--- src/clrw_pkg.sv ---
`default_nettype none

package clrw_pkg;

  localparam int MAX_LINES = 64;
  localparam int MAX_WIDTH = 128;

  localparam int SLOT_W = $clog2(MAX_LINES);
  localparam int LEN_W  = $clog2(MAX_WIDTH + 1);
  localparam int CNT_W  = $clog2(MAX_LINES + 1);
  localparam int ADDR_W = $clog2(MAX_LINES * MAX_WIDTH);

  localparam logic [7:0] CH_LF = 8'd10;
  localparam logic [7:0] CH_CR = 8'd13;

  localparam logic [7:0] WIDTH_RESET = 8'd80;

  localparam int OUT_DATA_W = 40;
  localparam int OUT_USER_W = 2;

  typedef logic [SLOT_W-1:0] slot_t;
  typedef logic [LEN_W-1:0]  len_t;
  typedef logic [CNT_W-1:0]  cnt_t;

endpackage

`default_nettype wire

--- src/console_line_ring_writer_top.sv ---
// The input register holds an accepted word; its result word is loaded into the output
// register when that register is empty or being read, and is offered from there.
// One word per cycle unless the output stalls; each stage holds while its downstream stalls.
// The line pointers, fill count and current line length update as a word moves to the output.
// Reset (rst_n low at a clock edge) empties both stages, opens slot 0 as the
// only line with length zero, and sets the line width to 80.
`default_nettype none

module console_line_ring_writer_top
  import clrw_pkg::*;
(
  input  wire logic                  clk,
  input  wire logic                  rst_n,

  input  wire logic                  cfg_valid,
  output logic                       cfg_ready,
  input  wire logic [7:0]            cfg_data,    // line_width

  input  wire logic                  in_tvalid,
  output logic                       in_tready,
  input  wire logic [7:0]            in_tdata,    // char_in

  output logic                       out_tvalid,
  input  wire logic                  out_tready,
  // line_index[5:0], column[12:6], char_out[20:13], oldest_line[26:21],
  // lines_held[33:27], zero fill[39:34]
  output logic [OUT_DATA_W-1:0]      out_tdata,
  // stored[0], newline_taken[1]
  output logic [OUT_USER_W-1:0]      out_tuser
);

  logic [7:0]              width_r;
  logic                    in_v_r;
  logic [7:0]              in_ch_r;
  logic                    out_v_r;
  logic [OUT_DATA_W-1:0]   out_data_r;
  logic [OUT_USER_W-1:0]   out_user_r;

  slot_t                   newest_r, newest_nxt;
  slot_t                   oldest_r, oldest_nxt;
  cnt_t                    count_r, count_nxt;
  len_t                    len_r, len_nxt;

  logic [7:0]              line_mem [MAX_LINES*MAX_WIDTH];

  logic                    out_adv;
  logic                    fire;
  logic                    is_lf;
  logic                    is_cr;
  logic                    is_char;
  logic                    wrap;
  logic                    open_ln;
  logic                    full;
  len_t                    eff_w;
  len_t                    col_base;
  logic                    do_write;
  logic [ADDR_W-1:0]       wr_addr;
  logic [OUT_DATA_W-1:0]   data_nxt;
  logic [OUT_USER_W-1:0]   user_nxt;

  function automatic slot_t next_slot(input slot_t s);
    if (s == slot_t'(MAX_LINES - 1)) begin
      return '0;
    end else begin
      return s + slot_t'(1);
    end
  endfunction

  assign cfg_ready  = 1'b1;
  assign out_adv    = !out_v_r || out_tready;
  assign in_tready  = !in_v_r || out_adv;
  assign fire       = in_v_r && out_adv;
  assign out_tvalid = out_v_r;
  assign out_tdata  = out_data_r;
  assign out_tuser  = out_user_r;

  always_comb begin
    if (width_r == 8'd0) begin
      eff_w = len_t'(1);
    end else if (32'(width_r) > MAX_WIDTH) begin
      eff_w = len_t'(MAX_WIDTH);
    end else begin
      eff_w = len_t'(width_r);
    end
  end

  always_comb begin
    is_lf   = (in_ch_r == CH_LF);
    is_cr   = (in_ch_r == CH_CR);
    is_char = !is_lf && !is_cr;
    wrap    = is_char && (len_r >= eff_w);
    open_ln = is_lf || wrap;
    full    = (count_r >= cnt_t'(MAX_LINES));

    newest_nxt = open_ln ? next_slot(newest_r) : newest_r;
    oldest_nxt = (open_ln && full) ? next_slot(oldest_r) : oldest_r;
    count_nxt  = (open_ln && !full) ? count_r + cnt_t'(1) : count_r;

    col_base = open_ln ? '0 : len_r;
    do_write = is_char && (32'(col_base) < MAX_WIDTH);
    len_nxt  = do_write ? col_base + len_t'(1) : col_base;
    wr_addr  = ADDR_W'(32'(newest_nxt) * MAX_WIDTH + 32'(col_base));

    data_nxt = '0;
    data_nxt[5:0]   = 6'(newest_nxt);
    data_nxt[12:6]  = is_char ? 7'(col_base) : 7'd0;
    data_nxt[20:13] = is_char ? in_ch_r : 8'd0;
    data_nxt[26:21] = 6'(oldest_nxt);
    data_nxt[33:27] = 7'(count_nxt);
    user_nxt = {open_ln, is_char};
  end

  always_ff @(posedge clk) begin
    if (!rst_n) begin
      width_r  <= WIDTH_RESET;
      in_v_r   <= 1'b0;
      out_v_r  <= 1'b0;
      newest_r <= '0;
      oldest_r <= '0;
      count_r  <= cnt_t'(1);
      len_r    <= '0;
    end else begin
      if (cfg_valid && cfg_ready) begin
        width_r <= cfg_data;
      end
      if (in_tready) begin
        in_v_r <= in_tvalid;
      end
      if (out_adv) begin
        out_v_r <= in_v_r;
      end
      if (fire) begin
        newest_r <= newest_nxt;
        oldest_r <= oldest_nxt;
        count_r  <= count_nxt;
        len_r    <= len_nxt;
      end
    end
  end

  always_ff @(posedge clk) begin
    if (in_tready && in_tvalid) begin
      in_ch_r <= in_tdata;
    end
    if (fire) begin
      out_data_r <= data_nxt;
      out_user_r <= user_nxt;
    end
  end

  always_ff @(posedge clk) begin
    if (fire && do_write) begin
      line_mem[wr_addr] <= in_ch_r;
    end
  end

endmodule

`default_nettype wire

--- config.mk ---
export PLATFORM = sky130hd
export DESIGN_NAME = console_line_ring_writer_top
export DESIGN_NICKNAME = d
export VERILOG_FILES = /design/src/clrw_pkg.sv /design/src/console_line_ring_writer_top.sv
export SDC_FILE = /design/constraint.sdc
export NUM_CORES = 1
export LEC_CHECK = 0
export BUFFER_PORTS_ARGS = -buffer_cell sky130_fd_sc_hd__buf_2
export CORE_ASPECT_RATIO = 0.6
export CORE_MARGIN = 2
export CORE_UTILIZATION = 50
export DETAILED_ROUTE_END_ITERATION = 8
export PLACE_DENSITY = 0.76
export SYNTH_ARGS = -nofsm -noshare
export SYNTH_HDL_FRONTEND = slang
export SYNTH_SLANG_ARGS = --single-unit
--- constraint.sdc ---
create_clock -name clk -period 3.85 [get_ports clk]
set_input_delay 0.77 -clock clk [delete_from_list [all_inputs] [get_ports clk]]
set_output_delay 0.77 -clock clk [all_outputs]
set_load 0.01 [all_outputs]
== Yosys cells after proc, flatten, opt, wreduce, memory -nomap -nowiden ==
Cells that the tools add are included.
W data, S select, Z words.
Operators by class
  add/subtract/negate cells: 4
  reduce and logical (&&, ||, !) cells: 16
  equality and inequality tests: 4
  multiplexer cells: 9
  order comparisons: 4
Operators with widths (number)
  $mux W8: 4
  $mux W6: 4
  $eq A8 B4 Y1 const B: 2
  $add A6 B1 Y6 const B: 2
  $eq A6 B6 Y1 const B: 2
  $add A8 B1 Y8 const B: 1
  $ge A8 B8 Y1: 1
  $gt A8 B8 Y1 const B: 1
  $logic_not A8 Y1: 1
  $lt A8 B8 Y1 const B: 1
  $add A7 B1 Y7 const B: 1
  $ge A7 B7 Y1 const B: 1
  $logic_and A1 B1 Y1: 7
  $mux W7: 1
  $logic_not A1 Y1: 5
  $logic_or A1 B1 Y1: 3
Word-level totals
  register bits after elaboration: 81
  word-level logic and storage cells: 48
  bits of input ports: 21

== Depth between registers and ports, before layout ==
  depth in word-level cells: 10
  gate-level depth with buffers: 15

== Least setup slack after synthesis ==
OpenSTA, ideal clock, no wires.
  kind: reg-to-reg
  from: reg width_r[1]
  to: reg len_r[6]
  path buffers: 1
  library setup time: 0.070 ns
  cell stages (with the launch flop): 15
  setup slack: 0.656 ns
  arrival time: 3.123 ns
  clock period less this slack: 3.194 ns
  cell sequence: dfxtp_1 > nor4_1 > a21oi_1 > nor2_1 > ha_1 > nand2b_1 > a2111oi_4 > nor3_1 > o22ai_2 > clkbuf_1 > and2_1 > ha_1 > nand2_1 > or4_1 > a21oi_1
On the way
  word-level cells in the longest chain between the ends: 10
Ends and longest elaborated chain
  from (decl): RTL line console_line_ring_writer_top.sv:32  | logic [7:0] width_r;
  from (signal assigned): RTL line console_line_ring_writer_top.sv:124  | width_r <= cfg_data;
  $gt A8 B8 Y1: RTL line console_line_ring_writer_top.sv:80  | end else if (32'(width_r) > MAX_WIDTH) begin
  $mux W8: RTL line console_line_ring_writer_top.sv:80
  $mux W8 (*): RTL line console_line_ring_writer_top.sv:78  | if (width_r == 8'd0) begin
  $ge A8 B8 Y1 (*): RTL line console_line_ring_writer_top.sv:91  | wrap = is_char && (len_r >= eff_w);
  $logic_and A1 B1 Y1 (*): RTL line console_line_ring_writer_top.sv:91
  $logic_or A1 B1 Y1 (*): RTL line console_line_ring_writer_top.sv:92  | open_ln = is_lf || wrap;
  $mux W8 (*): RTL line console_line_ring_writer_top.sv:99  | col_base = open_ln ? '0 : len_r;
  net col_base[1]: RTL line console_line_ring_writer_top.sv:55  | len_t col_base;
  $lt A8 B8 Y1: RTL line console_line_ring_writer_top.sv:100  | do_write = is_char && (32'(col_base) < MAX_WIDTH);
  $logic_and A1 B1 Y1: RTL line console_line_ring_writer_top.sv:100
  $mux W8 (*): RTL line console_line_ring_writer_top.sv:101  | len_nxt = do_write ? col_base + len_t'(1) : col_base;
  to (signal assigned): RTL line console_line_ring_writer_top.sv:136  | len_r <= len_nxt;
  to (decl): RTL line console_line_ring_writer_top.sv:42  | len_t len_r, len_nxt;
The timed path passes the listed nets; every way through them passes the cells marked *.
A chain may end at the register's enable or synchronous reset.

== Worst setup path after layout ==
Ends and elaborated chain as after synthesis.

==> impl_metrics.json <==
{
  "r2r_cells": 14,
  "use_met3": 0.0635,
  "cellLeakagePower_nw": 1.69,
  "syn_to_final_growth_pct": 16.3,
  "cp_data_arrival_time_ns": 3.65,
  "ys_warn_count": 0,
  "crit_path_end_kind": "flip-flop",
  "die_area_sq_um": 8260,
  "fillers": 641,
  "h-tree-depth": 3,
  "first_iter_violations": 281,
  "setup_tns_ns": 0,
  "r2r_setup_slack_ns": 0.47,
  "cp-start-kind": "flip-flop",
  "synth_cells": 356,
  "maxCapViolCount": 0,
  "tightest_slew_ns": 0.514,
  "layout-drive-gt1-share": 0.210,
  "cts_setup_buffers": 0,
  "r2r_start": "width_r[1]",
  "timing.final.crit_share": 0.879,
  "hold_class": "flip-flop to flip-flop",
  "grt_max_degree": 42,
  "dr.pass1.iters": 4,
  "synth_edf_count": 44,
  "ir_drop_v": 0.000256,
  "syn_area_sq_um": 3760,
  "diodes": 0,
  "port_buffers": 58,
  "grtUsageTotal": 0.196,
  "fmax_ghz": 0.296,
  "synth_top_flop_cell": "edfxtp_1",
  "status": "finished clean",
  "cts_tree": "built",
  "dp_slack_ns": 0.558,
  "nets": 444,
  "setup_viol": 0,
  "vias": 2754,
  "synth_seq_area_share": 0.548,
  "fin_skew_ns": 0.00740,
  "cts.clk_slew.worst_paths_ns": 0.06,
  "synth_cell_type_count": 57,
  "worstHoldPathCells": 0,
  "routed_via_density": 5.31,
  "required_ns": 4.12,
  "hold_viol": 0,
  "die_h_um": 71.2,
  "ys_ff_latch": 81,
  "met1_usage": 0.282,
  "use_met2": 0.283,
  "worstHoldEndpoint": "out_tdata[19]",
  "gp_congestion": 0.893,
  "fin_crit_ns": 3.38,
  "drt_wl_total_um": 7430,
  "reg2reg_to": "len_r[6]",
  "powerDensity_nw_per_um2": 417,
  "antenna_found_initial": 0,
  "busiest_layer": "met2",
  "ios": 66,
  "holdBufCountCts": 0,
  "grt_pass1_wl_um": 12400,
  "cts_made_buffers": 9,
  "cts-resized-gates": 0,
  "cts_sinks": 81,
  "grt_pass1_vias": 2568,
  "drc_errors": 0,
  "maxSlewHeadroom": 0.657,
  "die_width_um": 116,
  "async_reset_ff_frac": 0,
  "grt_setup_unrepaired": "no",
  "clk_latency_ns": 0.34,
  "critical_path_class": "flip-flop to flip-flop",
  "clock_path_buffers": 2,
  "rows": 24,
  "synthTopCellsByArea": "edfxtp_1, dfxtp_1, nand2_1",
  "synth_top_area_cell": "edfxtp_1",
  "slew_violations": 0,
  "post-dp-hpwl_um": 5140,
  "wl_per_cell_um": 14.3,
  "layout_setup_ws_ns": 0.467,
  "ant_nets": 0,
  "min_from": "in_ch_r[6]",
  "core_area_sq_um": 7270,
  "grt_overflow": 0,
  "crit_fanout": 14,
  "syn_avg_cell_area_sq_um": 10.6,
  "root_buffer": "clkbuf_16",
  "start_util": 0.518,
  "synth_top_area_frac": 0.351
}
[cell families after synthesis]
kind of cell	count (synthesis)	synth area share
xor+xnor	9	0.0209
simple gates	136	0.180
fa+ha+maj	13	0.0432
other cells	2	0.00199
buf+inv	36	0.0435
flops	81	0.548
compound gates	66	0.127
mux	13	0.0356
[layer usage]
layer	wire (um)	share of wire
met1	3700	0.50
met2	3150	0.42
met3	480	0.065
met4	102	0.014
met5	0	0
[power by group]
group          internal (mW)  switching (mW)
combinational         0.0433          0.0689
clock                  0.434           0.322
sequential             0.941          0.0151
total                   1.42           0.406
[cells in the final DEF (no fill, tap or decap), drive strengths merged, types with 5 or more instances in the layout]
| cell type | count |
|---|---|
| mux2i | 10 |
| ha | 13 |
| edfxtp | 44 |
| clkbuf | 11 |
| conb | 7 |
| buf | 62 |
| xor2 | 5 |
| nand2 | 45 |
| nand4 | 7 |
| or3 | 8 |
| nand3 | 7 |
| a21oi | 21 |
| nor3 | 7 |
| o21ai | 13 |
| nor2 | 29 |
| inv | 12 |
| dfxtp | 37 |
| and2 | 13 |
[state kept, by name, summed over array words and instances, names as in the netlist, 2 cells and up]
signal	cells
out_tdata	34
len_r	8
width_r	8
newest_r	6
in_ch_r	8
out_tuser	2
count_r	7
oldest_r	6
[metrics by stage]
stage,std cells,util,hold WS (ns),total power [mW],area (sq um)
final,519,0.603,0.482,1.83,4380
after global routing,519,0.603,0.500,1.89,4380
after CTS,519,0.603,0.479,1.84,4380
after detailed placement,503,0.566,0.465,1.09,4120
after global placement,503,0.566,0.461,1.08,4120
after floorplan,361,-,0.461,1.05,3780
[synth_stat cells, types with 8 or more instances]
cell,count
ha_1,13
or3_1,8
a21oi_1,21
dfxtp_1,37
nand2_1,45
mux2i_1,10
nor2_1,29
and2_1,13
o21ai_0,9
edfxtp_1,44
inv_1,10
clkbuf_1,15
[worst max path at each step]
stage / end / slack, ns / cells past startpoint / startpoint
2_1_floorplan: len_r[6] / 0.66 / 14 / width_r[1]
3_3_place_gp: len_r[6] / 0.66 / 14 / width_r[1]
3_5_place_dp: len_r[6] / 0.56 / 14 / width_r[1]
4_1_cts: len_r[6] / 0.49 / 14 / width_r[1]
5_1_grt: len_r[6] / 0.25 / 14 / width_r[1]
6_report: len_r[6] / 0.47 / 14 / width_r[1]
[worst max-delay path, cell delays in order, from the launching register on]
cell and delay, ns:
dfxtp_1 0.33, nor4_1 0.26, a21oi_1 0.11, nor2_1 0.14
ha_1 0.24, nand2b_1 0.17, a2111oi_4 0.42, nor3_1 0.15
o22ai_2 0.25, inv_2 0.16, nor2_1 0.14, ha_1 0.20
nand2_1 0.11, or4_1 0.50, a21oi_1 0.15
[cell type report]
class / instances / area [sq um] / share of cell area
clock buffer: 11 / 233 / 0.0531
clock inverter: 5 / 31.3 / 0.00714
inverter: 12 / 45.0 / 0.0103
multi-input combinational: 244 / 1560 / 0.356
sequential: 81 / 2060 / 0.471
tap: 104 / 130 / 0.0297
timing repair buffer: 62 / 320 / 0.0731
Power figures use the tool's default switching activity.
